===== config.mk =====
export PLATFORM = sky130hd
export DESIGN_NAME = sorted_array_priority_queue_core_flat
export DESIGN_NICKNAME = d
export VERILOG_FILES = /design/src/rtl/spq_pkg.sv /design/src/rtl/spq_req_if.sv /design/src/rtl/spq_rsp_if.sv /design/src/rtl/sorted_array_priority_queue_core.sv /design/src/rtl/spq_cell.sv /design/src/flat_wrapper.sv
export SDC_FILE = /design/constraint.sdc
export NUM_CORES = 2
export LEC_CHECK = 0
export BUFFER_PORTS_ARGS = -buffer_cell sky130_fd_sc_hd__buf_2
export CORE_MARGIN = 1.5
export CORE_UTILIZATION = 47
export CTS_BUF_LIST = sky130_fd_sc_hd__clkbuf_4 sky130_fd_sc_hd__clkbuf_8
export DETAILED_ROUTE_END_ITERATION = 7
export GPL_TIMING_DRIVEN = 0
export PLACE_DENSITY = 0.71
export SYNTH_ARGS = -nofsm -noshare
export SYNTH_HDL_FRONTEND = slang
export SYNTH_SLANG_ARGS = --single-unit

===== constraint.sdc =====
create_clock -name clock -period 5.7 [get_ports clock]
set_input_delay 0.285 -clock clock [delete_from_list [all_inputs] [get_ports clock]]
set_output_delay 0.285 -clock clock [all_outputs]
set_load 0.05 [all_outputs]

===== src/rtl/spq_pkg.sv =====
// ----------------------------------------------------------------------------
// Sorted-array priority queue package
// Shared widths, command and status codes, and the cell control type.
// ----------------------------------------------------------------------------
package spq_pkg;

   localparam int unsigned DATA_W    = 32;
   localparam int unsigned CMD_W     = 2;
   localparam int unsigned STATUS_W  = 2;
   localparam int unsigned COUNT_W   = 5;
   localparam int unsigned CAP_W     = 5;
   localparam int unsigned DEPTH_DEF = 16;

   localparam logic [CAP_W-1:0] CAP_RESET = 5'd16;

   localparam logic [CMD_W-1:0] CMD_ENQ  = 2'd0;
   localparam logic [CMD_W-1:0] CMD_DEQ  = 2'd1;
   localparam logic [CMD_W-1:0] CMD_PEEK = 2'd2;

   localparam logic [STATUS_W-1:0] ST_OK       = 2'd0;
   localparam logic [STATUS_W-1:0] ST_OVERFLOW = 2'd1;
   localparam logic [STATUS_W-1:0] ST_EMPTY    = 2'd2;

   typedef logic signed [DATA_W-1:0] data_type;

   typedef struct packed {
      logic enq;
      logic live;
      logic at_tail;
   } cell_ctl_type;

endpackage


===== src/rtl/spq_req_if.sv =====
// ----------------------------------------------------------------------------
// Sorted-array priority queue request channel
// Valid/ready channel that carries one command and its value.
// ----------------------------------------------------------------------------
interface spq_req_if import spq_pkg::*; ();

   logic               valid;
   logic               ready;
   logic [CMD_W-1:0]   cmd;
   data_type           value;

   modport source (output valid, output cmd, output value, input ready);
   modport sink   (input valid, input cmd, input value, output ready);

endinterface


===== src/rtl/spq_rsp_if.sv =====
// ----------------------------------------------------------------------------
// Sorted-array priority queue response channel
// Valid/ready channel that carries the status, head value and occupancy.
// ----------------------------------------------------------------------------
interface spq_rsp_if import spq_pkg::*; ();

   logic                  valid;
   logic                  ready;
   logic [STATUS_W-1:0]   status;
   data_type              head_value;
   logic [COUNT_W-1:0]    occupancy;

   modport source (output valid, output status, output head_value, output occupancy,
                   input ready);
   modport sink   (input valid, input status, input head_value, input occupancy,
                   output ready);

endinterface


===== src/rtl/sorted_array_priority_queue_core.sv =====
// ----------------------------------------------------------------------------
// Sorted-array max-priority queue
// A row of cells, largest value at the head; an enqueue inserts by shifting
// every smaller live entry one cell toward the tail.
//
//   Channel   Direction   Transfer carries
//   req_if    in          cmd, value
//   rsp_if    out         status, head_value, occupancy
//   csr       in          capacity (write only)
//
// The cell row compares all slots at once.
// A new request is taken while the previous response is being transferred.
// The response register holds its result until the sink takes it, and no
// request is taken meanwhile. Reset empties the queue.
// ----------------------------------------------------------------------------
module sorted_array_priority_queue_core import spq_pkg::*; #(
   parameter int unsigned DEPTH = DEPTH_DEF
) (
   input  logic               clock,
   input  logic               reset,
   spq_req_if.sink            req_if,
   spq_rsp_if.source          rsp_if,
   input  logic               csr_wr_en,
   input  logic [CAP_W-1:0]   csr_wr_data
);

   localparam int unsigned IW = (DEPTH > 1) ? $clog2(DEPTH) : 1;
   localparam int unsigned CW = $clog2(DEPTH + 1);
   localparam int unsigned EW = (CW > CAP_W) ? CW : CAP_W;

   logic [CAP_W-1:0]    capacity_ff;
   logic [IW-1:0]       head_ff, head_in;
   logic [CW-1:0]       tail_ff, tail_in;
   logic                empty_ff, empty_in;
   logic                rsp_valid_ff, rsp_valid_in;
   logic [STATUS_W-1:0] status_ff, status_in;

   logic                accept;
   logic [EW-1:0]       cap_ext;
   logic [EW-1:0]       eff_cap;
   logic                full;
   logic                enq_go;
   logic [CW-1:0]       head_inc;

   data_type            slot_w [DEPTH];
   logic                lt_w   [DEPTH];

   assign req_if.ready = !rsp_valid_ff || rsp_if.ready;
   assign accept       = req_if.valid && req_if.ready;

   assign cap_ext = EW'(capacity_ff);

   always_comb begin
      if (cap_ext == '0) begin
         eff_cap = EW'(1);
      end else if (cap_ext > EW'(DEPTH)) begin
         eff_cap = EW'(DEPTH);
      end else begin
         eff_cap = cap_ext;
      end
   end

   assign full     = EW'(tail_ff) >= eff_cap;
   assign enq_go   = accept && (req_if.cmd == CMD_ENQ) && !full;
   assign head_inc = CW'(head_ff) + CW'(1);

   for (genvar g = 0; g < DEPTH; g++) begin : g_cell
      localparam logic [CW-1:0] POS = CW'(g);
      cell_ctl_type ctl;
      data_type     left_slot;
      logic         left_lt;

      assign ctl = '{
         enq:     enq_go,
         live:    !empty_ff && (POS >= CW'(head_ff)) && (POS < tail_ff),
         at_tail: (POS == tail_ff)
      };

      if (g == 0) begin : g_first
         assign left_slot = '0;
         assign left_lt   = 1'b0;
      end else begin : g_rest
         assign left_slot = slot_w[g-1];
         assign left_lt   = lt_w[g-1];
      end

      spq_cell u_cell (
         .clock     (clock),
         .ctl       (ctl),
         .new_value (req_if.value),
         .left_slot (left_slot),
         .left_lt   (left_lt),
         .slot      (slot_w[g]),
         .lt        (lt_w[g])
      );
   end

   always_comb begin
      head_in      = head_ff;
      tail_in      = tail_ff;
      empty_in     = empty_ff;
      status_in    = status_ff;
      rsp_valid_in = rsp_valid_ff;
      if (rsp_if.ready) begin
         rsp_valid_in = 1'b0;
      end
      if (accept) begin
         rsp_valid_in = 1'b1;
         case (req_if.cmd)
            CMD_ENQ: begin
               if (full) begin
                  status_in = ST_OVERFLOW;
               end else begin
                  status_in = ST_OK;
                  empty_in  = 1'b0;
                  tail_in   = tail_ff + CW'(1);
               end
            end
            CMD_DEQ: begin
               if (empty_ff) begin
                  status_in = ST_EMPTY;
               end else begin
                  status_in = ST_OK;
                  if (head_inc >= tail_ff) begin
                     head_in  = '0;
                     tail_in  = '0;
                     empty_in = 1'b1;
                  end else begin
                     head_in = IW'(head_inc);
                  end
               end
            end
            default: begin
               status_in = empty_ff ? ST_EMPTY : ST_OK;
            end
         endcase
      end
   end

   always_ff @(posedge clock) begin
      if (reset) begin
         capacity_ff  <= CAP_RESET;
         head_ff      <= '0;
         tail_ff      <= '0;
         empty_ff     <= 1'b1;
         rsp_valid_ff <= 1'b0;
         status_ff    <= ST_OK;
      end else begin
         if (csr_wr_en) begin
            capacity_ff <= csr_wr_data;
         end
         head_ff      <= head_in;
         tail_ff      <= tail_in;
         empty_ff     <= empty_in;
         rsp_valid_ff <= rsp_valid_in;
         status_ff    <= status_in;
      end
   end

   assign rsp_if.valid      = rsp_valid_ff;
   assign rsp_if.status     = status_ff;
   assign rsp_if.head_value = empty_ff ? '1 : slot_w[head_ff];
   assign rsp_if.occupancy  = COUNT_W'(tail_ff - CW'(head_ff));

endmodule


===== src/rtl/spq_cell.sv =====
// ----------------------------------------------------------------------------
// Sorted-array priority queue cell
// Holds one slot. On an insert it either keeps its value, takes the value of
// its left neighbor, or takes the new value, so the row stays sorted.
// ----------------------------------------------------------------------------
module spq_cell import spq_pkg::*; (
   input  logic          clock,
   input  cell_ctl_type  ctl,
   input  data_type      new_value,
   input  data_type      left_slot,
   input  logic          left_lt,
   output data_type      slot,
   output logic          lt
);

   data_type slot_ff;
   data_type slot_in;
   logic     write;

   assign lt    = ctl.live && (slot_ff < new_value);
   assign write = ctl.enq && (lt || ctl.at_tail);
   assign slot  = slot_ff;

   always_comb begin
      slot_in = slot_ff;
      if (write) begin
         slot_in = left_lt ? left_slot : new_value;
      end
   end

   always_ff @(posedge clock) begin
      slot_ff <= slot_in;
   end

endmodule

===== src/flat_wrapper.sv =====
// flat-port wrapper written by rule: the top's interface ports become plain ports
module sorted_array_priority_queue_core_flat import spq_pkg::*;
#(
   parameter int unsigned DEPTH = DEPTH_DEF
)
  (clock, reset, csr_wr_en, csr_wr_data, req_if_valid, req_if_cmd, req_if_value, req_if_ready, rsp_if_valid, rsp_if_status, rsp_if_head_value, rsp_if_occupancy, rsp_if_ready);
  spq_req_if req_if_i ();
  spq_rsp_if rsp_if_i ();
  input  logic clock;
  input  logic reset;
  input  logic csr_wr_en;
  input  logic [CAP_W-1:0] csr_wr_data;
  input wire logic [$bits(req_if_i.valid)-1:0] req_if_valid;
  input wire logic [$bits(req_if_i.cmd)-1:0] req_if_cmd;
  input wire logic [$bits(req_if_i.value)-1:0] req_if_value;
  output wire logic [$bits(req_if_i.ready)-1:0] req_if_ready;
  output wire logic [$bits(rsp_if_i.valid)-1:0] rsp_if_valid;
  output wire logic [$bits(rsp_if_i.status)-1:0] rsp_if_status;
  output wire logic [$bits(rsp_if_i.head_value)-1:0] rsp_if_head_value;
  output wire logic [$bits(rsp_if_i.occupancy)-1:0] rsp_if_occupancy;
  input wire logic [$bits(rsp_if_i.ready)-1:0] rsp_if_ready;
  assign req_if_i.valid = req_if_valid;
  assign req_if_i.cmd = req_if_cmd;
  assign req_if_i.value = req_if_value;
  assign req_if_ready = req_if_i.ready;
  assign rsp_if_valid = rsp_if_i.valid;
  assign rsp_if_status = rsp_if_i.status;
  assign rsp_if_head_value = rsp_if_i.head_value;
  assign rsp_if_occupancy = rsp_if_i.occupancy;
  assign rsp_if_i.ready = rsp_if_ready;
  sorted_array_priority_queue_core #(.DEPTH(DEPTH)) u_core (.clock(clock), .reset(reset), .req_if(req_if_i), .rsp_if(rsp_if_i), .csr_wr_en(csr_wr_en), .csr_wr_data(csr_wr_data));
endmodule

==> key figures <==
Run status
  – Status: finished with violations
  – Violated checks: capacitance limit, slew limit, setup timing

Logic synthesis
  – Synth top area share: 0.405
  – Synth Instances: 3090
  – Synth area leader: edfxtp_1
  – YS warnings: 0
  – Avg Cell Area, Syn: 12.3 sq um
  – Cell with the most instances after synthesis: ha_1
  – Synth Register Bits: 530
  – Synthesized cell area: 37900 sq um
  – Top cells by instance count after synthesis: ha_1, edfxtp_1, mux2_2, a21oi_1, nand2_1
  – Net Count, Synth: 3651
  – EDFF count, synth: 512
  – Ranking of synthesized cells by area: edfxtp_1, ha_1, mux2_2
  – Library cells used by synthesis: 73
  – Ys flop type: edfxtp_1
  – Share of async-settable or async-resettable flops after synthesis: 0
  – Seq/Total Area, Yosys: 0.415

Placement
  – Port Buf Inserts: 82
  – HPWL after DPL: 103000 microns
  – Worst slack, placed: -0.506 ns
  – Post-DP Area: 40200 sq um
  – Global placement routability congestion: 1.01

Global route
  – Largest net degree at the start of global routing: 26
  – First-pass GRT wire length: 202000 microns
  – Vias in the first global route: 28876
  – GRT Total Usage: 0.340
  – Grt ovf: 0
  – Antenna violations before repair: 7

Layout
  – Fillcell total: 6970
  – Post-route cell area: 42400 sq um
  – Area delta synth->final: 11.9%
  – Utilization after layout: 0.530
  – Nets@finish: 3894
  – Multi-input logic area: 21400 sq um
  – Layout cells sized above 1: 0.248
  – Register area: 15700 sq um

Critical path
  – Critical R2R Launch: u_core.head_ff[1]$_SDFFE_PP0P_
  – Buf+Inv Stages, Crit Path: 5
  – CP max stage cell: o21ai_1
  – Arr. time, crit path: 6.21 ns
  – Max FO, Critical Path: 18
  – Crit-path cells: dlygate4sd3_1, buf_2, inv_1, ha_1, a21oi_1, o21ai_0, a41oi_1, or2_2, o21ai_1, a21oi_1, o21ai_1, clkbuf_1, a21oi_4, buf_12
  – CP required: 6.17 ns
  – CP startpoint: req_if_value[8]
  – CP max stage delay: 0.90 ns
  – CP endpoint kind: flop
  – Setup CP Type: in2reg
  – Top delay family on crit path: compound AO/OA/AOI/OAI gates
  – Worst Setup Start Kind: input port

STA
  – Final period util: 1.01
  – Final hold violations: 0
  – Final worst setup slack: -0.0403 ns
  – Worst rel slew slack: -0.0781
  – Final min period: 5.74 ns
  – Worst slew pin tran: 1.62 ns
  – RSZ-0062 raised after global routing: no
  – Hold_ws: 0.00628 ns
  – Fmax: 174 MHz
  – Final Skew: 0.0634 ns
  – Slew Viols, Final: 14
  – Final setup viols: 15

Clocking
  – Worst-skew pair later-pin latency: 0.77 ns
  – CTS Root Cell: clkbuf_8
  – Clk sink count: 530
  – Total CTS buffers: 93
  – H-tree depth: 3
  – Clock Pin Slew Worst Setup and Hold Paths: 0.06 ns
  – TritonCTS clock tree: built
  – CTS Buffer Depth: 3

Worst hold path
  – Worst Hold Class: in2reg
  – Critical hold path startpoint: csr_wr_en

Route
  – DRC Markers: 0
  – DR pass1 iterations: 6
  – Final wirelength: 142000 microns
  – Initial DRC count: 4167
  – Via density: 6.79
  – Vias: 30300
  – Routed Antenna Nets: 0
  – Wire per inst: 31.7 microns

Floorplanning
  – Placeable Area: 80200 sq um
  – Row cnt: 104
  – Die area: 82400 sq um
  – DIE WIDTH: 287 microns
  – Initial Util: 0.473
  – Die Ht: 287 microns
  – I/O pin count: 85

Job
  – Max_cap viols: 2

Power and ir drop
  – Max rail drop VDD: 0.155 mV
  – Power density cells: 210 nW/um^2
  – Design Power: 0.00890 W
  – Pleak: 15.8 nW
kinds of logic after synthesis:
kind of cell	count (synthesis)	synth area share
AO/OA/AOI/OAI	681	0.115
XOR/XNOR	6	0.00139
adder cells (fa/ha/maj)	517	0.171
buffers and inverters	213	0.0248
flip-flops	530	0.415
multiplexers	606	0.205
AND/OR/NAND/NOR	537	0.0692
report_power, final:
| part | switching [W] | total (W) | internal [W] |
|---|---|---|---|
| Clock | 0.00176 | 0.00359 | 0.00182 |
| Combinational | 0.000625 | 0.00102 | 0.000392 |
| Sequential | 0.0000139 | 0.00430 | 0.00429 |
| Total | 0.00240 | 0.00890 | 0.00650 |
metrics by stage:
stage	instances	setup TNS, ns
final	4465	-0.320
after global routing	4462	0
after CTS	4460	0
after detailed placement	4250	-50.42
after global placement	4232	-1099.76
after floorplan	3090	0
worst paths after layout:
kind | cells after the start | slack (ns) | end
hold reg to reg | 2 | 0.50 | u_core.cap_ext[0]$_SDFFE_PP0P_
setup reg to reg | 11 | 0.04 | u_core.g_cell[4].u_cell.slot[16]$_DFFE_PP_
hold / removal | 3 | 0.006 | u_core.cap_ext[2]$_SDFFE_PP0P_
setup / recovery | 14 | -0.04 | u_core.g_cell[8].u_cell.slot[17]$_DFFE_PP_
sequential cells by signal (all words and copies together) (netlist names):
register,cells
u_core.head_ff,4
u_core.empty_ff,1
u_core.rsp_if.valid,1
u_core.cap_ext,5
u_core.g_cell.u_cell.slot,512
u_core.tail_ff,5
u_core.rsp_if.status,2
layer usage:
layer	global-route usage	vias to the layer above	wire, microns
met1	0.445	14857	53200
met5	0	-	34
met3	0.0856	499	17800
met2	0.509	2176	60600
li1	-	12762	-
met4	0.202	6	9840
worst min-delay path: cells and delay by family:
| kind | cells | cell delay (ns) |
|---|---|---|
| muxes | 1 | 0.16 |
| buffers and inverters | 1 | 0.18 |
| and+or+nand+nor | 1 | 0.07 |
final cells by class:
cell class                 count  area share
tap                         1060      0.0312
multi-input combinational   2347       0.505
buffer                       155      0.0172
clock buffer                 125      0.0360
clock inverter                38     0.00548
antenna                        4    0.000236
timing repair buffer         149      0.0296
sequential                   530       0.371
inverter                      57     0.00504
cell usage in the layout (no fill, tap or decap), types with 55 or more instances in the layout:
master    Yosys  layout
mux2_2      382     382
a21o_1      115     115
edfxtp_1    512     512
nand4_1      63      63
o21ai_0     137     137
nand2_1     168     168
mux4_2       85      85
mux2i_1     107     106
ha_1        516     516
clkbuf_1     96      93
inv_1        55      55
nand3_1      55      55
nor2_1      116     115
clkbuf_8      0      94
a21oi_1     212     202
buf_2        35     121
repair_timing:
item | in CTS | in global routing
gates cloned | 0 | 0
endpoints found under the hold margin | 90 | 0
hold buffers | 48 | 0
pin swaps | 0 | 1
setup endpoints to repair | 137 | 84
setup buffers | 0 | 1
resized for setup | 2 | 3
(Power assumes the default switching activity.)
